## src/design/pffe_pkg.sv

```systemverilog
// Package for the palette fast fade engine: input codes, sweep control types,
// controller/datapath command and status structs, channel step functions.
// No dependencies.
package pffe_pkg;

  // input word kinds
  localparam logic [1:0] KIND_LOAD  = 2'd0;
  localparam logic [1:0] KIND_START = 2'd1;
  localparam logic [1:0] KIND_TICK  = 2'd2;
  localparam logic [1:0] KIND_READ  = 2'd3;

  // fade submodes
  localparam logic [1:0] SUB_IN_WHITE  = 2'd0;
  localparam logic [1:0] SUB_OUT_WHITE = 2'd1;
  localparam logic [1:0] SUB_IN_BLACK  = 2'd2;
  localparam logic [1:0] SUB_OUT_BLACK = 2'd3;

  localparam logic [4:0]  LEVEL_START = 5'd31;
  localparam logic [4:0]  LEVEL_STEP  = 5'd2;
  localparam logic [4:0]  CHAN_MAX    = 5'd31;
  localparam logic [2:0]  FINISH_LAST = 3'd4;
  localparam logic [15:0] WHITE_WORD  = 16'h7FFF;
  localparam logic [15:0] FULL_WORD   = 16'hFFFF;

  // which part of the palette a sweep covers
  typedef enum logic [1:0] {
    SEL_ALL  = 2'd0,
    SEL_LOW  = 2'd1,
    SEL_HIGH = 2'd2
  } sweep_sel_e;

  // what a sweep writes into the display store
  typedef enum logic [1:0] {
    MODE_CONST = 2'd0,
    MODE_COPY  = 2'd1,
    MODE_STEP  = 2'd2
  } sweep_mode_e;

  typedef struct packed {
    logic        load;      // write both stores at the input index
    logic        rd_req;    // read display store at the input index
    logic        grab;      // capture read data into the result word
    logic        clr_res;   // result word is zero
    logic        go;        // start a sweep
    sweep_sel_e  sel;
    sweep_mode_e mode;
    logic [15:0] fill;
    logic [1:0]  kind;      // fade submode used by a step sweep
    logic        out_load;  // move result into the output register
    logic        active;
    logic [4:0]  level;
  } cmd_t;

  typedef struct packed {
    logic busy;             // sweep issuing or writing
  } sts_t;

  function automatic logic [4:0] step_chan(logic [4:0] cur, logic [4:0] src,
                                           logic [1:0] kind);
    logic [5:0] up;
    logic [4:0] dn;
    logic [4:0] res;
    up = {1'b0, cur} + {1'b0, LEVEL_STEP};
    dn = (cur >= LEVEL_STEP) ? cur - LEVEL_STEP : 5'd0;
    unique case (kind)
      SUB_IN_WHITE:  res = (dn < src) ? src : dn;
      SUB_OUT_WHITE: res = (up > {1'b0, CHAN_MAX}) ? CHAN_MAX : up[4:0];
      SUB_IN_BLACK:  res = (up > {1'b0, src}) ? src : up[4:0];
      default:       res = dn;
    endcase
    return res;
  endfunction

  // bit 15 always cleared by a step
  function automatic logic [15:0] step_word(logic [15:0] cur, logic [15:0] src,
                                            logic [1:0] kind);
    logic [4:0] r;
    logic [4:0] g;
    logic [4:0] b;
    r = step_chan(cur[4:0], src[4:0], kind);
    g = step_chan(cur[9:5], src[9:5], kind);
    b = step_chan(cur[14:10], src[14:10], kind);
    return {1'b0, b, g, r};
  endfunction

endpackage

```

## src/design/pffe_ctrl.sv

```systemverilog
// Controller of the palette fast fade engine: word sequencing state machine,
// fade state registers and output valid flag. Depends on pffe_pkg.
module pffe_ctrl (
  input  logic           clk_i,
  input  logic           rst_ni,
  input  logic           in_valid_i,
  output logic           in_ready_o,
  input  logic [1:0]     kind_i,
  input  logic [1:0]     submode_i,
  output logic           out_valid_o,
  input  logic           out_ready_i,
  output pffe_pkg::cmd_t cmd_o,
  input  pffe_pkg::sts_t sts_i
);

  typedef enum logic [6:0] {
    S_IDLE  = 7'b0000001,
    S_RDW   = 7'b0000010,
    S_FILLW = 7'b0000100,
    S_UPD   = 7'b0001000,
    S_WALKW = 7'b0010000,
    S_FINW  = 7'b0100000,
    S_OUT   = 7'b1000000
  } state_e;

  state_e     state_q, state_d;
  logic [4:0] level_q, level_d;
  logic       half_q, half_d;
  logic [1:0] kind_q, kind_d;
  logic       running_q, running_d;
  logic       fast_q, fast_d;
  logic       finishing_q, finishing_d;
  logic [2:0] fin_cnt_q, fin_cnt_d;
  logic       out_valid_q, out_valid_d;
  logic [4:0] level_dec;

  assign level_dec = (level_q >= pffe_pkg::LEVEL_STEP) ?
                     level_q - pffe_pkg::LEVEL_STEP : 5'd0;

  always_comb begin
    state_d     = state_q;
    level_d     = level_q;
    half_d      = half_q;
    kind_d      = kind_q;
    running_d   = running_q;
    fast_d      = fast_q;
    finishing_d = finishing_q;
    fin_cnt_d   = fin_cnt_q;
    out_valid_d = out_valid_q && !out_ready_i;

    cmd_o          = '0;
    cmd_o.sel      = pffe_pkg::SEL_ALL;
    cmd_o.mode     = pffe_pkg::MODE_CONST;
    cmd_o.kind     = kind_q;
    cmd_o.active   = running_q;
    cmd_o.level    = level_q;

    unique case (state_q)
      S_IDLE: begin
        if (in_valid_i) begin
          unique case (kind_i)
            pffe_pkg::KIND_LOAD: begin
              cmd_o.load    = 1'b1;
              cmd_o.clr_res = 1'b1;
              state_d       = S_OUT;
            end
            pffe_pkg::KIND_READ: begin
              cmd_o.rd_req = 1'b1;
              state_d      = S_RDW;
            end
            pffe_pkg::KIND_START: begin
              cmd_o.clr_res = 1'b1;
              level_d       = pffe_pkg::LEVEL_START;
              kind_d        = submode_i;
              running_d     = 1'b1;
              fast_d        = 1'b1;
              if (submode_i == pffe_pkg::SUB_IN_WHITE ||
                  submode_i == pffe_pkg::SUB_IN_BLACK) begin
                cmd_o.go   = 1'b1;
                cmd_o.fill = (submode_i == pffe_pkg::SUB_IN_WHITE) ?
                             pffe_pkg::WHITE_WORD : 16'd0;
                state_d    = S_FILLW;
              end else begin
                state_d = S_UPD;
              end
            end
            default: begin
              cmd_o.clr_res = 1'b1;
              state_d       = S_UPD;
            end
          endcase
        end
      end
      S_RDW: begin
        cmd_o.grab = 1'b1;
        state_d    = S_OUT;
      end
      S_FILLW: begin
        if (!sts_i.busy) begin
          state_d = S_UPD;
        end
      end
      S_UPD: begin
        priority if (!running_q) begin
          state_d = S_OUT;
        end else if (finishing_q) begin
          if (fin_cnt_q == pffe_pkg::FINISH_LAST) begin
            running_d   = 1'b0;
            finishing_d = 1'b0;
            fin_cnt_d   = '0;
          end else begin
            fin_cnt_d = fin_cnt_q + 3'd1;
          end
          state_d = S_OUT;
        end else if (!fast_q) begin
          state_d = S_OUT;
        end else begin
          cmd_o.go   = 1'b1;
          cmd_o.sel  = half_q ? pffe_pkg::SEL_HIGH : pffe_pkg::SEL_LOW;
          cmd_o.mode = pffe_pkg::MODE_STEP;
          state_d    = S_WALKW;
        end
      end
      S_WALKW: begin
        if (!sts_i.busy) begin
          half_d  = !half_q;
          state_d = S_OUT;
          if (half_q) begin
            level_d = level_dec;
            if (level_dec == 5'd0) begin
              fast_d      = 1'b0;
              finishing_d = 1'b1;
              cmd_o.go    = 1'b1;
              if (kind_q == pffe_pkg::SUB_IN_WHITE ||
                  kind_q == pffe_pkg::SUB_IN_BLACK) begin
                cmd_o.mode = pffe_pkg::MODE_COPY;
              end
              cmd_o.fill = (kind_q == pffe_pkg::SUB_OUT_WHITE) ?
                           pffe_pkg::FULL_WORD : 16'd0;
              state_d    = S_FINW;
            end
          end
        end
      end
      S_FINW: begin
        if (!sts_i.busy) begin
          state_d = S_OUT;
        end
      end
      S_OUT: begin
        if (!out_valid_q || out_ready_i) begin
          cmd_o.out_load = 1'b1;
          out_valid_d    = 1'b1;
          state_d        = S_IDLE;
        end
      end
      default: begin
        state_d = S_IDLE;
      end
    endcase
  end

  always_ff @(posedge clk_i or negedge rst_ni) begin
    if (!rst_ni) begin
      state_q     <= S_IDLE;
      level_q     <= '0;
      half_q      <= 1'b0;
      kind_q      <= '0;
      running_q   <= 1'b0;
      fast_q      <= 1'b0;
      finishing_q <= 1'b0;
      fin_cnt_q   <= '0;
      out_valid_q <= 1'b0;
    end else begin
      state_q     <= state_d;
      level_q     <= level_d;
      half_q      <= half_d;
      kind_q      <= kind_d;
      running_q   <= running_d;
      fast_q      <= fast_d;
      finishing_q <= finishing_d;
      fin_cnt_q   <= fin_cnt_d;
      out_valid_q <= out_valid_d;
    end
  end

  assign in_ready_o  = (state_q == S_IDLE);
  assign out_valid_o = out_valid_q;

  a_fast_level: assert property (@(posedge clk_i) disable iff (!rst_ni)
    fast_q |-> (level_q != 5'd0))
    else $error("fast mode with level zero");

  a_fin_cnt: assert property (@(posedge clk_i) disable iff (!rst_ni)
    !finishing_q |-> (fin_cnt_q == 3'd0))
    else $error("finish count moved outside finishing phase");

  a_idle_quiet: assert property (@(posedge clk_i) disable iff (!rst_ni)
    in_ready_o |-> !sts_i.busy)
    else $error("datapath sweep still running while idle");

endmodule

```

## config.mk

```make
export PLATFORM = sky130hd
export DESIGN_NAME = pffe_ctrl
export DESIGN_NICKNAME = d
export VERILOG_FILES = /design/src/design/pffe_pkg.sv /design/src/design/pffe_ctrl.sv
export SDC_FILE = /design/constraint.sdc
export NUM_CORES = 1
export LEC_CHECK = 0
export BUFFER_PORTS_ARGS = -buffer_cell sky130_fd_sc_hd__buf_4
export CAP_MARGIN = 20
export CELL_PAD_IN_SITES_DETAIL_PLACEMENT = 1
export CELL_PAD_IN_SITES_GLOBAL_PLACEMENT = 1
export CORE_ASPECT_RATIO = 1.5
export CORE_UTILIZATION = 38
export DETAILED_ROUTE_END_ITERATION = 10
export PLACE_DENSITY_LB_ADDON = 0.05
export SLEW_MARGIN = 10
export SYNTH_ARGS = -nofsm -noshare
export SYNTH_HDL_FRONTEND = slang
export SYNTH_SLANG_ARGS = --single-unit
export TNS_END_PERCENT = 100
```

## constraint.sdc

```tcl
create_clock -name clk_i -period 4 [get_ports clk_i]
set_input_delay 0.6 -clock clk_i [delete_from_list [all_inputs] [get_ports clk_i]]
set_output_delay 0.6 -clock clk_i [all_outputs]
set_load 0.02 [all_outputs]
```

==> flow_metrics.tcl <==
set metrics [dict create \
    setup.worst_path.end_class "output pin" \
    die_height_microns 81.1 \
    rsz0062_at_grt "no" \
    floorplan.initialDensity 0.401 \
    cts_inserted_buffers 3 \
    grt_pass1_wl_microns 6840 \
    vias 1427 \
    power-per-cell-area_mw_per_mm2 541 \
    leakage_nw 0.915 \
    timing.final.hold_violations 0 \
    finalSetupTns_ns 0 \
    critPathMaxFanout 15 \
    postSynthNetCount 200 \
    clock-skew-final_ns 0.00115 \
    crit_required_ns 3.40 \
    cts_tree "built" \
    minimum_clock_period_ns 3.43 \
    first_global_vias 1462 \
    area.growth.synth_to_final_pct 17.9 \
    num-nets-final 227 \
    netlist-cell-type-count 45 \
    net-switching-power_mw 0.406 \
    syn_area_sq_mm 0.00159 \
    critPathLaunchType "flop" \
    synth_async_sr_flop_share 1.00 \
    cts-root-buf "sky130_fd_sc_hd__clkbuf_8" \
    post_route_cells_drive_above_1_share 0.285 \
    htreeDepth 1 \
    worst_r2r_path_depth 5 \
    leftover_overflow_at_the_end_of_global_routing 0 \
    timing_worst_setup_path_type "reg2out" \
    core_sq_mm 0.00396 \
    antenna-diode-count 0 \
    design.die.area_sq_mm 0.00444 \
    hold-worst-slack_ns 0.209 \
    synth_edf_count 0 \
    ios 45 \
    cellInternalPower_mw 0.607 \
    number_of_placement_rows 28 \
    ys_dominant_reg_cell "sky130_fd_sc_hd__dfrtp_1" \
    pwr-share-seq 0.359 \
    regToRegStartpoint "state_q[5]" \
    pwr-share-comb 0.429 \
    layout.cells.most_common_list "sky130_fd_sc_hd__buf_4, sky130_fd_sc_hd__nand2_1, sky130_fd_sc_hd__dfrtp_1" \
    clock_latency_on_the_worst_skew_pair_ns 0.27 \
    antenna_found_initial 0 \
    switching_share 0.401 \
    fp.dieW_microns 54.8 \
    dp_hpwl_microns 3430 \
    clkSlewWorstSetupHoldPaths_ns 0.09 \
    hold_wc_path_type "in2async" \
    route.antenna.remaining_nets 0 \
    ctsLongestPathBuffers 2 \
    postSynthCellCount 188 \
    io_buffer_count 44 \
    p_clk_frac 0.212 \
    maxSlewViolCount 0 \
    final_worst_path_cycle_share 0.857 \
    sequential_area_share_after_synthesis 0.348 \
    post_cts_resize_count 0 \
    route.detailed.drc 0 \
    worst_r2r_endpoint "level_q[4]" \
    postSynthRegisterBits 22 \
    clkSinkCount 22 \
    detail_route.iter0.violations 16 \
    setup.reg_to_reg.worst_slack_ns 1.75 \
    worst_tran_pin_value_ns 0.846 \
    globalplace.congestion 0.858 \
    layout_commonest_cell "sky130_fd_sc_hd__buf_4" \
    wirelength_microns 4270 \
    groute.usage.overall 0.213 \
    grt_start_max_net_pins 23 \
    irDropWorstVdd_v 0.000308 \
    synth_warnings 0 \
    synth.avg_cell_area_sq_um 8.44 \
    report.final.setup_viol 0 \
    cap_violations 0 \
    drt-vias-per-instance 5.51 \
    ctsHoldBuffers 0 \
    run_status "finished, final reports clean" \
    cp.arrival_ns 2.83 \
    firstDrtPassIters 4 \
    count_of_buffers_added_by_post_cts_timing_repair_for_setup 0 \
    route.detailed.wl_per_inst_microns 16.5 \
    slew-limit-headroom 0.436 \
    fmax_mhz 292 \
]
[worst max-delay path: stages, from the launching register on]
cell and delay (ns):
sky130_fd_sc_hd__dfrtp_1 0.46, sky130_fd_sc_hd__inv_1 0.09, sky130_fd_sc_hd__ha_1 0.24, sky130_fd_sc_hd__inv_1 0.10
sky130_fd_sc_hd__a2111oi_0 0.40, sky130_fd_sc_hd__o2111ai_1 0.24, sky130_fd_sc_hd__nand2b_1 0.27, sky130_fd_sc_hd__o32ai_2 0.48
sky130_fd_sc_hd__buf_4 0.28
[how the worst max path moves through the flow]
stage                     from        end  depth (start not counted)
floorplan           state_q[5]  cmd_o[10]                          7
global placement    state_q[5]   cmd_o[9]                          6
detailed placement  level_q[1]  cmd_o[18]                          8
CTS                 level_q[1]  cmd_o[18]                          8
global route        level_q[2]   cmd_o[9]                          8
finish              level_q[1]  cmd_o[18]                          8
[Yosys cell counts, drive strengths merged, types with 4 or more instances]
cell type / n / share of area
nor2: 18 / 0.043
and3: 5 / 0.020
nand3: 8 / 0.025
inv: 14 / 0.033
dfrtp: 21 / 0.33
nor4: 5 / 0.020
o21ai: 9 / 0.028
nor3b: 4 / 0.019
nand2: 21 / 0.050
a21oi: 6 / 0.019
buf: 20 / 0.099
nor3: 7 / 0.022
xor2: 4 / 0.022
a21o: 4 / 0.020
[power groups by stage]
| stage | clock network, mW | registers [mW] | logic [mW] |
|---|---|---|---|
| 2_1_floorplan | 0 | 0.352 | 0.318 |
| 3_3_place_gp | 0 | 0.363 | 0.433 |
| 3_5_place_dp | 0 | 0.368 | 0.438 |
| 4_1_cts | 0.219 | 0.364 | 0.440 |
| 5_1_grt | 0.226 | 0.377 | 0.483 |
| 6_report | 0.215 | 0.364 | 0.434 |
[cell type report]
type	count	area [sq um]
Fill cell	498	2090
Multi-Input combinational cell	129	801
Sequential cell	22	552
Timing Repair Buffer	45	338
Tap cell	45	56.3
Inverter	14	52.6
Clock buffer	3	41.3
Clock inverter	1	30.0
[per-layer routing]
metal  share of wire  up-vias  track usage  routed length, microns
li1                -      697            -                       -
met1            0.39      693        0.227                    1660
met2            0.56       28        0.402                    2400
met3           0.024        9       0.0169                     103
met4           0.027        0       0.0897                     115
met5               0        -            0                       0
[logic make-up (layout without fill, tap and decap cells)]
kind of cell | after synthesis | in the layout | share of synthesized area
AND/OR/NAND/NOR | 84 | 84 | 0.272
buffers and inverters | 37 | 63 | 0.152
AO/OA/AOI/OAI | 36 | 36 | 0.170
flip-flops | 22 | 22 | 0.348
XOR/XNOR | 5 | 5 | 0.0276
adder cells (fa/ha/maj) | 3 | 3 | 0.0237
multiplexers | 1 | 1 | 0.00631
[per-stage QoR]
step                      utilization  instances  area, sq um  setup WS [ns]  total power, mW
final                           0.473        259         1870          0.573             1.01
after global placement          0.454        255         1800          0.979            0.796
after global routing            0.473        259         1870          0.249             1.09
after floorplan                     -        188         1590         0.0176            0.670
after CTS                       0.473        259         1870          0.545             1.02
after detailed placement        0.454        255         1800          0.837            0.806
[state kept, by name, summed over array words and instances (netlist names)]
name,flops
fast_q,1
out_valid_o,1
level_q,5
fin_cnt_q,3
finishing_q,1
running_q,1
state_q,7
half_q,1
kind_q,2
Power figures use the tool's default switching activity.
